--- src/rtl/core/dmpk_pkg.sv ---
package dmpk_pkg;

    localparam int DEF_TABLE_DEPTH = 1024;

    localparam int OP_W   = 2;
    localparam int KEY_W  = 16;
    localparam int VAL_W  = 32;
    localparam int CFG_W  = 11;

    // cantor pairing arithmetic widths
    localparam int SUM_W  = KEY_W + 1;
    localparam int PROD_W = 2 * SUM_W + 1;
    localparam int HASH_W = PROD_W - 1;
    localparam int STEP_W = $clog2(HASH_W);

    // apb register map
    localparam int PADDR_W = 2;
    localparam int PDATA_W = 32;
    localparam logic [PADDR_W-1:0] ADDR_TABLE_SIZE = 2'd0;
    localparam logic [CFG_W-1:0]   TABLE_SIZE_RST  = 11'd1024;

    typedef enum logic [OP_W-1:0] {
        OP_INSERT = 2'd0,
        OP_DELETE = 2'd1,
        OP_LOOKUP = 2'd2
    } t_op;

    typedef struct packed {
        logic             vld;
        logic [KEY_W-1:0] km;
        logic [KEY_W-1:0] kn;
        logic [VAL_W-1:0] val;
    } t_entry;

    typedef struct packed {
        logic capture;
        logic mul;
        logic div_init;
        logic div_step;
        logic rd;
        logic commit;
        logic clr_wr;
    } t_cmd;

    typedef struct packed {
        logic div_last;
        logic clr_last;
    } t_sts;

endpackage

--- src/rtl/core/dmpk_ctrl.sv ---
module dmpk_ctrl (
    input  logic          i_clk,
    input  logic          i_rst_n,
    input  logic          i_in_valid,
    output logic          o_in_ready,
    output logic          o_out_valid,
    input  logic          i_out_ready,
    output dmpk_pkg::t_cmd o_cmd,
    input  dmpk_pkg::t_sts i_sts
);
    import dmpk_pkg::*;

    typedef enum logic [2:0] {
        ST_CLEAR,
        ST_IDLE,
        ST_MUL,
        ST_INIT,
        ST_DIV,
        ST_READ,
        ST_RESP
    } t_state;

    t_state r_state;
    t_state n_state;
    logic   r_out_vld;
    logic   out_free;

    assign out_free    = !r_out_vld || i_out_ready;
    assign o_in_ready  = (r_state == ST_IDLE);
    assign o_out_valid = r_out_vld;

    always_comb begin
        o_cmd   = '0;
        n_state = r_state;
        unique case (r_state)
            ST_CLEAR: begin
                o_cmd.clr_wr = 1'b1;
                if (i_sts.clr_last) n_state = ST_IDLE;
            end
            ST_IDLE: begin
                o_cmd.capture = i_in_valid;
                if (i_in_valid) n_state = ST_MUL;
            end
            ST_MUL: begin
                o_cmd.mul = 1'b1;
                n_state   = ST_INIT;
            end
            ST_INIT: begin
                o_cmd.div_init = 1'b1;
                n_state        = ST_DIV;
            end
            ST_DIV: begin
                o_cmd.div_step = 1'b1;
                if (i_sts.div_last) n_state = ST_READ;
            end
            ST_READ: begin
                o_cmd.rd = 1'b1;
                n_state  = ST_RESP;
            end
            ST_RESP: begin
                o_cmd.commit = out_free;
                if (out_free) n_state = ST_IDLE;
            end
            default: n_state = ST_IDLE;
        endcase
    end

    always_ff @(posedge i_clk) begin
        if (!i_rst_n) begin
            r_state   <= ST_CLEAR;
            r_out_vld <= 1'b0;
        end else begin
            r_state <= n_state;
            if (o_cmd.commit) begin
                r_out_vld <= 1'b1;
            end else if (i_out_ready) begin
                r_out_vld <= 1'b0;
            end
        end
    end

endmodule

--- config.mk ---
export PLATFORM = sky130hd
export DESIGN_NAME = dmpk_ctrl
export DESIGN_NICKNAME = d
export VERILOG_FILES = /design/src/rtl/core/dmpk_pkg.sv /design/src/rtl/core/dmpk_ctrl.sv
export SDC_FILE = /design/constraint.sdc
export NUM_CORES = 1
export LEC_CHECK = 0
export BUFFER_PORTS_ARGS = -buffer_cell sky130_fd_sc_hd__buf_2
export CORE_AREA = 2 2 39 41
export CTS_BUF_LIST = sky130_fd_sc_hd__clkbuf_16
export CTS_CLUSTER_SIZE = 16
export DETAILED_ROUTE_END_ITERATION = 6
export DIE_AREA = 0 0 41 43
export GPL_ROUTABILITY_DRIVEN = 0
export GPL_TIMING_DRIVEN = 1
export PLACE_DENSITY_LB_ADDON = 0.05
export SYNTH_ARGS = -nofsm -noshare
export SYNTH_HDL_FRONTEND = slang
export SYNTH_SLANG_ARGS = --single-unit
--- constraint.sdc ---
create_clock -name i_clk -period 2.4 [get_ports i_clk]
set_input_delay 0.6 -clock i_clk [delete_from_list [all_inputs] [get_ports i_clk]]
set_output_delay 0.6 -clock i_clk [all_outputs]
set_load 0.05 [all_outputs]
==> metrics.md <==
| Metric | Value |
|---|---|
| Util after Layout | 30.4% |
| Pleak | 0.000191 uW |
| Die width | ~40 um |
| Critical path data arrival time | 1380 ps |
| Startpoint Class | flip-flop |
| CTS Buf Count | 3 |
| Synth Register Bits | 4 |
| Bufs on Longest Clock Path | 2 |
| Vias in the first global route | approximately 210 |
| Die height | 43 um |
| Final standard cell area without fillers | approximately 420 um^2 |
| RSZ-0062 raised after global routing | false |
| Final setup viols | 0 |
| Worst Hold Class | flip-flop to flip-flop |
| Register clock-pin slew on the reported worst setup and hold paths | 30 ps |
| Pre-antenna DRT Iters | 4 |
| Largest net degree at the start of global routing | 15 |
| CTS root buffer | clkbuf_16 |
| Slew headroom | about 70% |
| Layout Nets | 56 |
| H-tree levels | 1 |
| Distinct cells, synth | 22 |
| Port bufs | 14 |
| Post-synth EDFFs | 0 |
| Asr flop ratio synth | 0% |
| Crit path capture type | output pin |
| TritonCTS clock tree | built |
| Synth Area in Compound Gates | ~18% |
| Initial antenna violation count | 0 |
| Mux cell area share after synthesis | 0% |
| Total track usage | 8.53% |
| Cts repair resizes | 0 |
| Post-Synth Simple-Gate Area | a little under half |
| Via density | 4.53 |
| Antenna-violating nets left | 0 |
| Drt first-iter violations | 15 |
| Grt ovf | 0 |
| Period utilization | 82.5% |
| Worst skew pair latency | approximately 220 ps |
| Hold_buf cts | 0 |
| # IOs | 15 |
| Synth Area in Adders | 0% |
| Initial Utilization | 20.0% |
| Mean post-synth cell area | just over 8 um^2 |
| Post-Synth XOR/XNOR Area | 0% |
| Layout area overhead | 52.0% |
| Status | finished clean |
| Worst-margin pin slew | between 400 and 500 ps |
| Sequential share of the synthesized area | 29.0% |
| Number of clock sinks | 4 |
| Required time of the critical path | around 1800 ps |
| Core area | 1380 um^2 |
| Crit-path slowest cell | dfxtp_1 |
| Dpl cell area | between 300 and 400 um^2 |
| PwrDens | 989 nW/um^2 |
| Main combinational cell family by area after synthesis | simple AND/OR/NAND/NOR gates |
| Commonest cells after routing, fill and taps aside | buf_2 (14), dfxtp_1 (4), nor2_1 (3), nand2_1 (3), clkbuf_16 (3) |
| CP Max Fanout | 11 |
| Commonest non-fill, non-tap cell in the layout | buf_2 |
| Synth Flop Type | dfxtp_1 |
| Post-Syn Nets | 40 |
| Postcts setup bufs | 0 |
| Number of antenna diodes | 0 |
| DR WL/cell | 11.2 um |
| Max VDD drop | 326 uV |
| Die area | 1760 um^2 |
| Worst hold margin | 610 ps |
| Critical path's largest stage delay | 530 ps |
| Final Hold Vio Count | 0 |
| Clock skew | 1.50 ps |
| Post-detail-place hpwl | 494 um |
| Post-route DRC violation count | 0 |
| Post-route setup TNS | 0 ps |
| Mapped Cells | 34 |
| Fmax | 505 MHz |
| WS Path Type | flip-flop to output pin |
| Share of cells above drive strength 1 | 41.7% |
| Mapped cell area | 277 um^2 |
| Synth warn | 0 |
| First-pass GRT wire length | roughly 940 um |
| Via count | 290 |
| Max-Cap Viols | 0 |
| Max Slew Vio Count | 0 |
| Row cnt | 14 |
| CP cell instances | or2b_1 -> nor2_1 -> buf_2 |
| Drt total wl | 719 um |
| Final min period | about 2000 ps |
worst max-delay path: cells and delay by family (launching register included):
family,cells,cell delay [ps]
flops,1,530
buf+inv,1,270
simple gates,2,360
kinds of logic after synthesis:
| family | count (synthesis) |
|---|---|
| buffers and inverters | 3 |
| and+or+nand+nor | 19 |
| AOI/OAI and AO/OA | 8 |
| DFF | 4 |
final timing paths:
kind         slack, ps                    start                      end  cells past startpoint
min                610  r_state[2]$_SDFFE_PN0P_  r_state[2]$_SDFFE_PN0P_                      2
max                420  r_state[2]$_SDFFE_PN0P_                 o_cmd[3]                      3
max reg2reg       1110  r_state[2]$_SDFFE_PN0P_  r_state[0]$_SDFFE_PN0P_                      3
min reg2reg        610  r_state[2]$_SDFFE_PN0P_  r_state[2]$_SDFFE_PN0P_                      2
sequential cells by signal, indices dropped and copies added, names as in the netlist:
signal and count:
r_state 3, o_out_valid 1
power breakdown:
part,total [uW],internal [uW],switching [uW]
Combinational,71.2,22.8,48.4
Sequential,84.1,71.3,12.8
Clock,261,213,47.6
synth_stat cells (2+ instances only):
master,instances,area (um^2)
o21ai_0,2,10.0
nor2_1,3,11.3
nand2_1,3,11.3
o21a_1,2,15.0
buf_2,2,10.0
nand2b_1,2,12.5
dfxtp_1,4,80.1
nor2b_1,2,12.5
cell type report:
class,count,area (um^2)
fillers,155,963
multi-input cells,27,175
flip-flops and latches,4,80.1
clock buffers,3,75.1
repair buffers,14,70.1
well taps,16,20.0
through the flow:
| step | power [uW] | instances | worst slack [ps] |
|---|---|---|---|
| after floorplan | 141 | 34 | 66.8 |
| after global placement | 155 | 61 | 522 |
| after detailed placement | 156 | 61 | 517 |
| after CTS | 421 | 64 | 425 |
| after global routing | 430 | 64 | 338 |
| final | 416 | 64 | 419 |
layer usage:
layer  track usage (%)  part of all wire (%)  vias to the layer above
li1                  -                     -                      145
met1              13.5                    51                      133
met3              1.57                   9.7                        0
met5                 0                     0                        -
met2              7.81                    39                       12
met4              10.0                     0                        0
(Power assumes the default switching activity.)
